===== src/rtl/scanner_byte_framer_mailbox_macros.svh =====
// Assertion helpers used by the framer datapath.
`ifndef SCANNER_BYTE_FRAMER_MAILBOX_MACROS_SVH
`define SCANNER_BYTE_FRAMER_MAILBOX_MACROS_SVH

// Same-cycle implication.
`define SBFM_ASSERT_IMPL(label, clk, rst_n, ante, cons, msg) \
	label: assert property (@(posedge clk) disable iff (!rst_n) (ante) |-> (cons)) \
		else $error(msg);

// Next-cycle implication.
`define SBFM_ASSERT_NEXT(label, clk, rst_n, ante, cons, msg) \
	label: assert property (@(posedge clk) disable iff (!rst_n) (ante) |=> (cons)) \
		else $error(msg);

`endif


===== src/rtl/sbfm_pkg.sv =====
package sbfm_pkg;

	localparam int FRAME_BYTES = 64;
	localparam int COUNT_WIDTH = 16;
	localparam int LEN_W       = $clog2(FRAME_BYTES);
	localparam int ADDR_W      = LEN_W + 1;

	localparam int CMD_W       = 3;
	localparam int BYTE_W      = 8;
	localparam int FLEN_W      = 6;
	localparam int STAT_CNT_W  = 16;
	localparam int MODE_W      = 2;
	localparam int CFG_IDX_W   = 2;
	localparam int CFG_DATA_W  = 6;

	localparam logic [CMD_W-1:0] CMD_BYTE  = 3'd0;
	localparam logic [CMD_W-1:0] CMD_IDLE  = 3'd1;
	localparam logic [CMD_W-1:0] CMD_READ  = 3'd2;
	localparam logic [CMD_W-1:0] CMD_CLEAR = 3'd3;
	localparam logic [CMD_W-1:0] CMD_ERROR = 3'd4;

	localparam logic [MODE_W-1:0] MODE_EOL   = 2'd0;
	localparam logic [MODE_W-1:0] MODE_IDLE  = 2'd1;
	localparam logic [MODE_W-1:0] MODE_FIXED = 2'd2;
	localparam logic [MODE_W-1:0] MODE_RSVD  = 2'd3;

	localparam logic [CFG_IDX_W-1:0] REG_FRAME_MODE = 2'd0;
	localparam logic [CFG_IDX_W-1:0] REG_FIXED_LEN  = 2'd1;

	localparam logic [BYTE_W-1:0] CH_CR = 8'h0D;
	localparam logic [BYTE_W-1:0] CH_LF = 8'h0A;

	typedef struct packed {
		logic take;
		logic fetch;
		logic emit;
	} ctl_cmd_t;

	typedef struct packed {
		logic read_go;
		logic rd_last;
		logic out_free;
	} ctl_stat_t;

endpackage


===== src/rtl/sbfm_req_if.sv =====
interface sbfm_req_if import sbfm_pkg::*; ();
	logic              valid;
	logic              ready;
	logic [CMD_W-1:0]  command;
	logic [BYTE_W-1:0] data_byte;

	modport source (output valid, output command, output data_byte, input ready);
	modport sink (input valid, input command, input data_byte, output ready);
endinterface


===== src/rtl/sbfm_rsp_if.sv =====
interface sbfm_rsp_if import sbfm_pkg::*; ();
	logic                  valid;
	logic                  ready;
	logic [BYTE_W-1:0]     out_byte;
	logic                  out_valid;
	logic                  out_last;
	logic                  frame_ready;
	logic [FLEN_W-1:0]     frame_length;
	logic [STAT_CNT_W-1:0] drop_total;
	logic [STAT_CNT_W-1:0] ovf_total;
	logic [STAT_CNT_W-1:0] frame_total;

	modport source (
		output valid, output out_byte, output out_valid, output out_last,
		output frame_ready, output frame_length, output drop_total,
		output ovf_total, output frame_total, input ready
	);
	modport sink (
		input valid, input out_byte, input out_valid, input out_last,
		input frame_ready, input frame_length, input drop_total,
		input ovf_total, input frame_total, output ready
	);
endinterface


===== src/rtl/sbfm_ctrl.sv =====
module sbfm_ctrl import sbfm_pkg::*; (
	input  logic      clk,
	input  logic      arst_n,
	input  logic      req_valid,
	output logic      req_ready,
	input  ctl_stat_t stat,
	output ctl_cmd_t  cmd
);

	typedef enum logic [1:0] {
		ST_IDLE,
		ST_FETCH,
		ST_EMIT
	} state_t;

	state_t state_q;

	assign req_ready = (state_q == ST_IDLE) && stat.out_free;
	assign cmd.take  = req_valid && req_ready;
	assign cmd.fetch = (state_q == ST_FETCH);
	assign cmd.emit  = (state_q == ST_EMIT) && stat.out_free;

	always_ff @(posedge clk or negedge arst_n) begin
		if (!arst_n) begin
			state_q <= ST_IDLE;
		end else begin
			case (state_q)
				ST_IDLE: begin
					if (cmd.take && stat.read_go) state_q <= ST_FETCH;
				end
				ST_FETCH: begin
					state_q <= ST_EMIT;
				end
				ST_EMIT: begin
					if (cmd.emit) state_q <= stat.rd_last ? ST_IDLE : ST_FETCH;
				end
				default: begin
					state_q <= ST_IDLE;
				end
			endcase
		end
	end

endmodule


===== src/rtl/sbfm_datapath.sv =====
module sbfm_datapath import sbfm_pkg::*; (
	input  logic                  clk,
	input  logic                  arst_n,
	input  ctl_cmd_t              cmd,
	output ctl_stat_t             stat,
	input  logic [CMD_W-1:0]      command,
	input  logic [BYTE_W-1:0]     data_byte,
	input  logic                  cfg_we,
	input  logic [CFG_IDX_W-1:0]  cfg_index,
	input  logic [CFG_DATA_W-1:0] cfg_data,
	sbfm_rsp_if.source            rsp
);

`include "scanner_byte_framer_mailbox_macros.svh"

	logic [BYTE_W-1:0] mem [0:2**ADDR_W-1];

	logic [MODE_W-1:0]      mode_q, nxt_mode;
	logic [FLEN_W-1:0]      fixed_q, nxt_fixed;
	logic [LEN_W-1:0]       asm_len_q, nxt_asm_len;
	logic [LEN_W-1:0]       mbox_len_q, nxt_mbox_len;
	logic                   mbox_full_q, nxt_mbox_full;
	logic                   work_bank_q, nxt_work_bank;
	logic                   mail_bank_q, nxt_mail_bank;
	logic [COUNT_WIDTH-1:0] drop_q, nxt_drop;
	logic [COUNT_WIDTH-1:0] ovf_q, nxt_ovf;
	logic [COUNT_WIDTH-1:0] pub_q, nxt_pub;
	logic [LEN_W-1:0]       rd_idx_q, rd_len_q;
	logic                   rd_bank_q;
	logic [BYTE_W-1:0]      rd_data_q;

	logic                   out_vld_q;
	logic [BYTE_W-1:0]      out_byte_q;
	logic                   out_valid_q, out_last_q, out_ready_q;
	logic [LEN_W-1:0]       out_len_q;
	logic [COUNT_WIDTH-1:0] out_drop_q, out_ovf_q, out_pub_q;

	logic             is_eol, wr_en, pub, read_go, status_load;
	logic [LEN_W-1:0] len_inc, pub_len;

	assign is_eol  = (data_byte == CH_CR) || (data_byte == CH_LF);
	assign len_inc = asm_len_q + 1'b1;
	assign read_go = (command == CMD_READ) && mbox_full_q && (mbox_len_q != '0);

	assign stat.read_go  = read_go;
	assign stat.rd_last  = ((rd_idx_q + 1'b1) == rd_len_q);
	assign stat.out_free = !out_vld_q || rsp.ready;

	assign status_load = cmd.take && !read_go;

	always_comb begin
		nxt_mode      = mode_q;
		nxt_fixed     = fixed_q;
		nxt_asm_len   = asm_len_q;
		nxt_mbox_len  = mbox_len_q;
		nxt_mbox_full = mbox_full_q;
		nxt_work_bank = work_bank_q;
		nxt_mail_bank = mail_bank_q;
		nxt_drop      = drop_q;
		nxt_ovf       = ovf_q;
		nxt_pub       = pub_q;
		wr_en         = 1'b0;
		pub           = 1'b0;
		pub_len       = asm_len_q;
		if (cmd.take) begin
			case (command)
				CMD_BYTE: begin
					if (mode_q == MODE_FIXED && asm_len_q == '0 && is_eol) begin
						// drop leading line ends
					end else if (mode_q == MODE_EOL && is_eol) begin
						pub = 1'b1;
					end else if (asm_len_q >= LEN_W'(FRAME_BYTES - 1)) begin
						nxt_ovf     = ovf_q + 1'b1;
						nxt_asm_len = '0;
					end else begin
						wr_en       = 1'b1;
						nxt_asm_len = len_inc;
						if (mode_q == MODE_FIXED && fixed_q != '0 &&
							7'(len_inc) >= 7'(fixed_q)) begin
							pub     = 1'b1;
							pub_len = len_inc;
						end
					end
				end
				CMD_IDLE: begin
					if (mode_q == MODE_IDLE) pub = 1'b1;
				end
				CMD_READ, CMD_CLEAR: begin
					nxt_mbox_full = 1'b0;
					nxt_mbox_len  = '0;
				end
				CMD_ERROR: begin
					nxt_asm_len = '0;
				end
				default: begin
				end
			endcase
			if (pub && pub_len != '0) begin
				nxt_asm_len = '0;
				if (mbox_full_q) begin
					nxt_drop = drop_q + 1'b1;
				end else begin
					nxt_mbox_len  = pub_len;
					nxt_mbox_full = 1'b1;
					nxt_mail_bank = work_bank_q;
					nxt_work_bank = !work_bank_q;
					nxt_pub       = pub_q + 1'b1;
				end
			end
		end
		if (cfg_we) begin
			case (cfg_index)
				REG_FRAME_MODE: begin
					if (cfg_data[MODE_W-1:0] != MODE_RSVD) nxt_mode = cfg_data[MODE_W-1:0];
					nxt_asm_len = '0;
				end
				REG_FIXED_LEN: begin
					nxt_fixed   = cfg_data[FLEN_W-1:0];
					nxt_asm_len = '0;
				end
				default: begin
				end
			endcase
		end
	end

	always_ff @(posedge clk) begin
		if (wr_en) mem[{work_bank_q, asm_len_q}] <= data_byte;
		if (cmd.fetch) rd_data_q <= mem[{rd_bank_q, rd_idx_q}];
	end

	always_ff @(posedge clk or negedge arst_n) begin
		if (!arst_n) begin
			mode_q      <= MODE_EOL;
			fixed_q     <= '0;
			asm_len_q   <= '0;
			mbox_len_q  <= '0;
			mbox_full_q <= 1'b0;
			work_bank_q <= 1'b0;
			mail_bank_q <= 1'b1;
			drop_q      <= '0;
			ovf_q       <= '0;
			pub_q       <= '0;
			rd_idx_q    <= '0;
			rd_len_q    <= '0;
			rd_bank_q   <= 1'b0;
			out_vld_q   <= 1'b0;
		end else begin
			mode_q      <= nxt_mode;
			fixed_q     <= nxt_fixed;
			asm_len_q   <= nxt_asm_len;
			mbox_len_q  <= nxt_mbox_len;
			mbox_full_q <= nxt_mbox_full;
			work_bank_q <= nxt_work_bank;
			mail_bank_q <= nxt_mail_bank;
			drop_q      <= nxt_drop;
			ovf_q       <= nxt_ovf;
			pub_q       <= nxt_pub;
			if (cmd.take && read_go) begin
				rd_idx_q  <= '0;
				rd_len_q  <= mbox_len_q;
				rd_bank_q <= mail_bank_q;
			end else if (cmd.emit) begin
				rd_idx_q <= rd_idx_q + 1'b1;
			end
			if (status_load || cmd.emit) begin
				out_vld_q <= 1'b1;
			end else if (rsp.ready) begin
				out_vld_q <= 1'b0;
			end
		end
	end

	always_ff @(posedge clk) begin
		if (status_load) begin
			out_byte_q  <= '0;
			out_valid_q <= 1'b0;
			out_last_q  <= 1'b1;
			out_ready_q <= nxt_mbox_full;
			out_len_q   <= nxt_mbox_len;
			out_drop_q  <= nxt_drop;
			out_ovf_q   <= nxt_ovf;
			out_pub_q   <= nxt_pub;
		end else if (cmd.emit) begin
			out_byte_q  <= rd_data_q;
			out_valid_q <= 1'b1;
			out_last_q  <= stat.rd_last;
			out_ready_q <= mbox_full_q;
			out_len_q   <= mbox_len_q;
			out_drop_q  <= drop_q;
			out_ovf_q   <= ovf_q;
			out_pub_q   <= pub_q;
		end
	end

	assign rsp.valid        = out_vld_q;
	assign rsp.out_byte     = out_byte_q;
	assign rsp.out_valid    = out_valid_q;
	assign rsp.out_last     = out_last_q;
	assign rsp.frame_ready  = out_ready_q;
	assign rsp.frame_length = FLEN_W'(out_len_q);
	assign rsp.drop_total   = STAT_CNT_W'(out_drop_q);
	assign rsp.ovf_total    = STAT_CNT_W'(out_ovf_q);
	assign rsp.frame_total  = STAT_CNT_W'(out_pub_q);

	`SBFM_ASSERT_IMPL(a_full_has_len, clk, arst_n, mbox_full_q, mbox_len_q != '0, "full slot with zero length")
	`SBFM_ASSERT_IMPL(a_empty_no_len, clk, arst_n, !mbox_full_q, mbox_len_q == '0, "empty slot with nonzero length")
	`SBFM_ASSERT_IMPL(a_emit_free, clk, arst_n, cmd.emit, !out_vld_q || rsp.ready, "byte loaded over a pending result")
	`SBFM_ASSERT_NEXT(a_read_empties, clk, arst_n, cmd.take && command == CMD_READ, !mbox_full_q, "read left the slot full")

endmodule


===== src/rtl/scanner_byte_framer_mailbox.sv =====
// Byte framer with a one-slot mailbox. Requests on req carry a command (received byte, line
// idle, read, clear, receive error) and a byte; each request yields one status result on rsp,
// except a read of a stored frame, which yields one result per stored byte. A read steps through
// the registered read port of the frame memory, with one fetch state and one emit state per byte;
// a new request is taken only when the controller is idle and the result register is free. Finished
// frames swap between two banks of that memory rather than being copied. The frame memory needs
// no clearing pass after reset. Write cfg_index 0 (frame mode) or 1 (fixed length) only while
// the block is idle; any such write clears the frame under assembly.
module scanner_byte_framer_mailbox import sbfm_pkg::*; (
	input  logic                  clk,
	input  logic                  arst_n,
	sbfm_req_if.sink              req,
	sbfm_rsp_if.source            rsp,
	input  logic                  cfg_we,
	input  logic [CFG_IDX_W-1:0]  cfg_index,
	input  logic [CFG_DATA_W-1:0] cfg_data
);

	ctl_cmd_t  cmd;
	ctl_stat_t stat;
	logic      ready;

	assign req.ready = ready;

	sbfm_ctrl u_ctrl (
		.clk       (clk),
		.arst_n    (arst_n),
		.req_valid (req.valid),
		.req_ready (ready),
		.stat      (stat),
		.cmd       (cmd)
	);

	sbfm_datapath u_datapath (
		.clk       (clk),
		.arst_n    (arst_n),
		.cmd       (cmd),
		.stat      (stat),
		.command   (req.command),
		.data_byte (req.data_byte),
		.cfg_we    (cfg_we),
		.cfg_index (cfg_index),
		.cfg_data  (cfg_data),
		.rsp       (rsp)
	);

endmodule


===== src/flat_wrapper.sv =====
// flat-port wrapper written by rule: the top's interface ports become plain ports
module scanner_byte_framer_mailbox_flat import sbfm_pkg::*;
  (clk, arst_n, cfg_we, cfg_index, cfg_data, req_valid, req_command, req_data_byte, req_ready, rsp_valid, rsp_out_byte, rsp_out_valid, rsp_out_last, rsp_frame_ready, rsp_frame_length, rsp_drop_total, rsp_ovf_total, rsp_frame_total, rsp_ready);
  sbfm_req_if req_i ();
  sbfm_rsp_if rsp_i ();
  input  logic clk;
  input  logic arst_n;
  input  logic cfg_we;
  input  logic [CFG_IDX_W-1:0] cfg_index;
  input  logic [CFG_DATA_W-1:0] cfg_data;
  input wire logic [$bits(req_i.valid)-1:0] req_valid;
  input wire logic [$bits(req_i.command)-1:0] req_command;
  input wire logic [$bits(req_i.data_byte)-1:0] req_data_byte;
  output wire logic [$bits(req_i.ready)-1:0] req_ready;
  output wire logic [$bits(rsp_i.valid)-1:0] rsp_valid;
  output wire logic [$bits(rsp_i.out_byte)-1:0] rsp_out_byte;
  output wire logic [$bits(rsp_i.out_valid)-1:0] rsp_out_valid;
  output wire logic [$bits(rsp_i.out_last)-1:0] rsp_out_last;
  output wire logic [$bits(rsp_i.frame_ready)-1:0] rsp_frame_ready;
  output wire logic [$bits(rsp_i.frame_length)-1:0] rsp_frame_length;
  output wire logic [$bits(rsp_i.drop_total)-1:0] rsp_drop_total;
  output wire logic [$bits(rsp_i.ovf_total)-1:0] rsp_ovf_total;
  output wire logic [$bits(rsp_i.frame_total)-1:0] rsp_frame_total;
  input wire logic [$bits(rsp_i.ready)-1:0] rsp_ready;
  assign req_i.valid = req_valid;
  assign req_i.command = req_command;
  assign req_i.data_byte = req_data_byte;
  assign req_ready = req_i.ready;
  assign rsp_valid = rsp_i.valid;
  assign rsp_out_byte = rsp_i.out_byte;
  assign rsp_out_valid = rsp_i.out_valid;
  assign rsp_out_last = rsp_i.out_last;
  assign rsp_frame_ready = rsp_i.frame_ready;
  assign rsp_frame_length = rsp_i.frame_length;
  assign rsp_drop_total = rsp_i.drop_total;
  assign rsp_ovf_total = rsp_i.ovf_total;
  assign rsp_frame_total = rsp_i.frame_total;
  assign rsp_i.ready = rsp_ready;
  scanner_byte_framer_mailbox u_core (.clk(clk), .arst_n(arst_n), .req(req_i), .rsp(rsp_i), .cfg_we(cfg_we), .cfg_index(cfg_index), .cfg_data(cfg_data));
endmodule

===== config.mk =====
export PLATFORM = sky130hd
export DESIGN_NAME = scanner_byte_framer_mailbox_flat
export DESIGN_NICKNAME = d
export VERILOG_FILES = /design/src/rtl/sbfm_pkg.sv /design/src/rtl/sbfm_req_if.sv /design/src/rtl/sbfm_rsp_if.sv /design/src/rtl/sbfm_ctrl.sv /design/src/rtl/sbfm_datapath.sv /design/src/rtl/scanner_byte_framer_mailbox.sv /design/src/flat_wrapper.sv
export VERILOG_INCLUDE_DIRS = /design/src /design/src/rtl
export SDC_FILE = /design/constraint.sdc
export NUM_CORES = 1
export LEC_CHECK = 0
export ABC_AREA = 1
export BUFFER_PORTS_ARGS = -buffer_cell sky130_fd_sc_hd__buf_2
export CAP_MARGIN = 20
export CORE_MARGIN = 2
export CORE_UTILIZATION = 55
export CTS_CLUSTER_SIZE = 30
export DETAILED_ROUTE_END_ITERATION = 16
export PLACE_DENSITY = 0.71
export SYNTH_ARGS = -nofsm -noshare
export SYNTH_HDL_FRONTEND = slang
export SYNTH_SLANG_ARGS = --single-unit

===== constraint.sdc =====
create_clock -name clk -period 4.58 [get_ports clk]
set_clock_uncertainty 0.15 [all_clocks]
set_input_delay 0 -clock clk [delete_from_list [all_inputs] [get_ports clk]]
set_output_delay 0 -clock clk [all_outputs]
set_load 0.05 [all_outputs]

==> flow_summary.toml <==
[run_status]
status = "complete, no violations"

[critical_path]
arrival_ns = 4.70
path_cells = "nand3_1 > nor2_1 > xor2_1 > ha_1 > a21o_1 > nor2_1 > nand2_1 > nand2_1 > inv_1 > nand2_4 > nand2_1 > nand2_1 > nand2_2 > nor2_4 > nand2_4 > nand2_8 > nand2_1 > a21oi_1 > dlygate4sd3_1"
setup.worst_path.start_class = "flop"
cp.buffers_inverters = 2
cp_top_family = "simple AND/OR/NAND/NOR gates"
cp_common_cell = "nand2_1"
crit_type = "reg -> reg"
cp.required_ns = 5.05
cp_max_fo = 32
critPathMaxStageDelay_ns = 0.59
crit_path_end_kind = "flop"
slowest_stage = "dfrtp_1"

[grt]
grt_pass1_vias = 31090
grtUsageMet1_pct = 39.57
top_usage_layer = "met2"
grt_pass1_wl_um = 191200
use_met3_pct = 5.635
groute.usage.overall_pct = 27.94
grt_start_max_net_pins = 141
grtUsageMet2_pct = 43.90
overflow = 0
antenna_found_initial = 4

[drt]
drtPass1Iterations = 8
wirelength_um = 127300
wl_per_cell_um = 24.10
drt-vias-per-instance = 6.217
vias = 32850
drcViolationCount = 0
initialDrtViolationCount = 4234
drtAntennaViolNets = 0

[synth]
synth_edf_count = 1087
synth_seq_area_share_pct = 72.47
synth_flop_cell = "edfxtp_1"
synth_top_family_by_area = "simple AND/OR/NAND/NOR gates"
muxShareOfSynthArea_pct = 0
synth.top_cells.by_area = "edfxtp_1 68%, nand2_1 4.6%, dfrtp_1 4.5%"
synth.distinct_cells = 50
yosys.area.top_type_share_pct = 67.55
ys_ff_latch = 1184
synth-async-reset-ratio_pct = 7.348
synth.most_common_cell = "edfxtp_1"
syn_avg_cell_area_um2 = 12.26
synth_xor_area_share_pct = 0.7793
synth_common_cells = "1087 x edfxtp_1, 597 x nand2_1, 569 x nor2_1, 416 x o21ai_0, 193 x o22ai_1"
synthAdderAreaFrac_pct = 0.3107
synth_fp_nets = 3977
synth-simple-area-share_pct = 11.83
yosys_warnings = 0
synth-compound-area-share_pct = 11.43
postSynthCellCount = 3941
yosysTopAreaCell = "edfxtp_1"
netlist_area_um2 = 48320

[die]
placementRows = 108
start_util_pct = 55.62
fp.coreArea_um2 = 86890
dieArea_um2 = 90250
die_w_um = 300.4
fp.dieH_um = 300.4
num_io_pins = 91

[timing]
rsz0062_at_grt = "no"
max_freq_mhz = 236.5
slew_viol_final = 0
tns_ns = 0
worst_pin_slew_ns = 1.184
timing.final.crit_period_ns = 4.228
fin_crit_sh_pct = 92.32
setup_viol = 0
relSlewSlack_pct = 20.79
hold_viol_final = 0

[final_layout]
area.sequential_um2 = 35030
instances_no_fill = 5284
drive_above_1_share_pct = 9.203
multi_input_area_um2 = 11780
fin_area_um2 = 54270
diodes = 0
nNetsFinal = 4067
syn_to_final_growth_pct = 12.30
n_fill_cell = 6568

[clocking]
clock-sinks = 1184
insertion_delay_ns = 0.69
cts_max_level = 3
cts_buffers = 117
cts_root_buffer = "clkbuf_16"
clk_path_buf_depth = 3
cts_tree = "yes"
clkTransAtPathRegs_ns = 0.06

[placement]
port_buffers = 90
dpl_cell_area_um2 = 50100
place_inst = 5018
place_congestion = 0.8894
dpl.hpwl_um = 75240

[job]
drv_cap = 0

[pwr]
ir_drop_v = 0.0006274
p_per_area_nw_per_um2 = 593.3
p_leak_nw = 18.89

[hold_path]
hold_class = "in -> reg"
-- kinds of logic after synthesis --
logic type,Yosys count
AO/OA/AOI/OAI,926
XOR/XNOR,43
adder cells (fa/ha/maj),12
buffers and inverters,388
flip-flops,1184
AND/OR/NAND/NOR,1388
-- what timing repair did --
| action | 4_1_cts | 5_1_grt |
|---|---|---|
| endpoints found under the hold margin | 612 | 0 |
| buffers inserted | 0 | 0 |
| resized for setup | 0 | 0 |
| hold buffers | 47 | 0 |
-- final timing paths --
kind	from	to	slack (ns)	cells after the start
worst min-delay path	cfg_data[1]	u_core.u_datapath.fixed_q[1]	0.06	4
max in group asynchronous	arst_n	u_core.u_datapath.rd_idx_q[0]	3.37	4
worst max-delay path	u_core.u_datapath.asm_len_q[2]	u_core.u_datapath.asm_len_q[4]	0.35	19
min in group asynchronous	arst_n	u_core.u_datapath.mail_bank_q	0.27	3
worst max register to register	u_core.u_datapath.asm_len_q[2]	u_core.u_datapath.asm_len_q[4]	0.35	19
worst min register to register	u_core.u_datapath.rsp.out_byte[5]	u_core.u_datapath.rsp.out_byte[5]	0.31	2
-- cells in the final DEF (no fill, tap or decap), types with 4 or more instances in the layout --
master and count:
nand3_1 136, clkinv_1 32, clkbuf_16 119, nand2_2 8
dlygate4sd3_1 46, xor2_1 29, o221ai_1 156, nand3_2 6
buf_4 74, nand3b_1 4, bufinv_16 8, dfrtp_1 82
nor4_1 8, nor3_1 17, ha_1 12, clkbuf_1 33
xnor2_1 14, nor2_1 569, nand2_4 4, dfxtp_1 10
nand4_1 23, buf_2 81, a22oi_1 8, a21oi_1 138
nand2_1 595, nor2_2 6, buf_12 17, o22ai_1 193
inv_1 127, a21o_1 5, edfxtp_1 1087, o21ai_0 416
clkinv_2 21, inv_2 4, clkbuf_8 5
-- flip-flops by register name, indices dropped and copies added (netlist names), 6 cells and up --
register / count
u_core.u_datapath.asm_len_q: 6
u_core.u_datapath.rd_data_q: 8
u_core.u_datapath.rsp.drop_total: 16
u_core.u_datapath.fixed_q: 6
u_core.u_datapath.mem: 1024
u_core.u_datapath.mbox_len_q: 6
u_core.u_datapath.rsp.frame_length: 6
u_core.u_datapath.pub_q: 16
u_core.u_datapath.drop_q: 16
u_core.u_datapath.rsp.frame_total: 16
u_core.u_datapath.rsp.out_byte: 8
u_core.u_datapath.rsp.ovf_total: 16
u_core.u_datapath.rd_len_q: 6
u_core.u_datapath.ovf_q: 16
u_core.u_datapath.rd_idx_q: 6
-- worst register-to-register path: cells and delay by family (launching register included) --
kind / cells / cell delay [ns]
compound gates: 2 / 0.28
xor+xnor: 1 / 0.28
fa+ha+maj: 1 / 0.30
buf+inv: 2 / 0.70
flops: 1 / 0.59
simple gates: 13 / 1.85
-- layout make-up --
| class | instances | share of cell area, % |
|---|---|---|
| inverters | 138 | 0.9914 |
| repair buffers | 221 | 3.348 |
| well taps | 1155 | 2.663 |
| clock buffers | 155 | 5.792 |
| clock inverters | 62 | 0.9430 |
| multi-input cells | 2369 | 21.71 |
| flip-flops and latches | 1184 | 64.56 |
-- metrics by stage --
step	power [mW]	util [%]	setup WS, ns	hold slack [ns]
floorplan	19.31	-	0.8688	-0.4456
global placement	22.80	57.66	0.8765	-0.08277
detailed placement	22.94	57.66	0.8169	-0.08490
CTS	32.09	62.42	0.3902	0.03730
global route	33.45	62.45	0.04755	0.07466
finish	32.19	62.45	0.3518	0.05986
-- where the power goes --
group / switching [mW] / total (mW) / internal (mW) / leakage, nW
Combinational: 7.55 / 10.3 / 2.78 / 6.14
Sequential: 0.395 / 12.7 / 12.3 / 11.0
Clock: 3.96 / 9.21 / 5.24 / 1.79
-- routing by layer --
layer  share of wire (%)  vias up
li1                    -    14620
met1                  40    16190
met2                  47     1761
met3                  10      283
met4                 3.2        2
met5               0.010        -
Power figures use the tool's default switching activity.
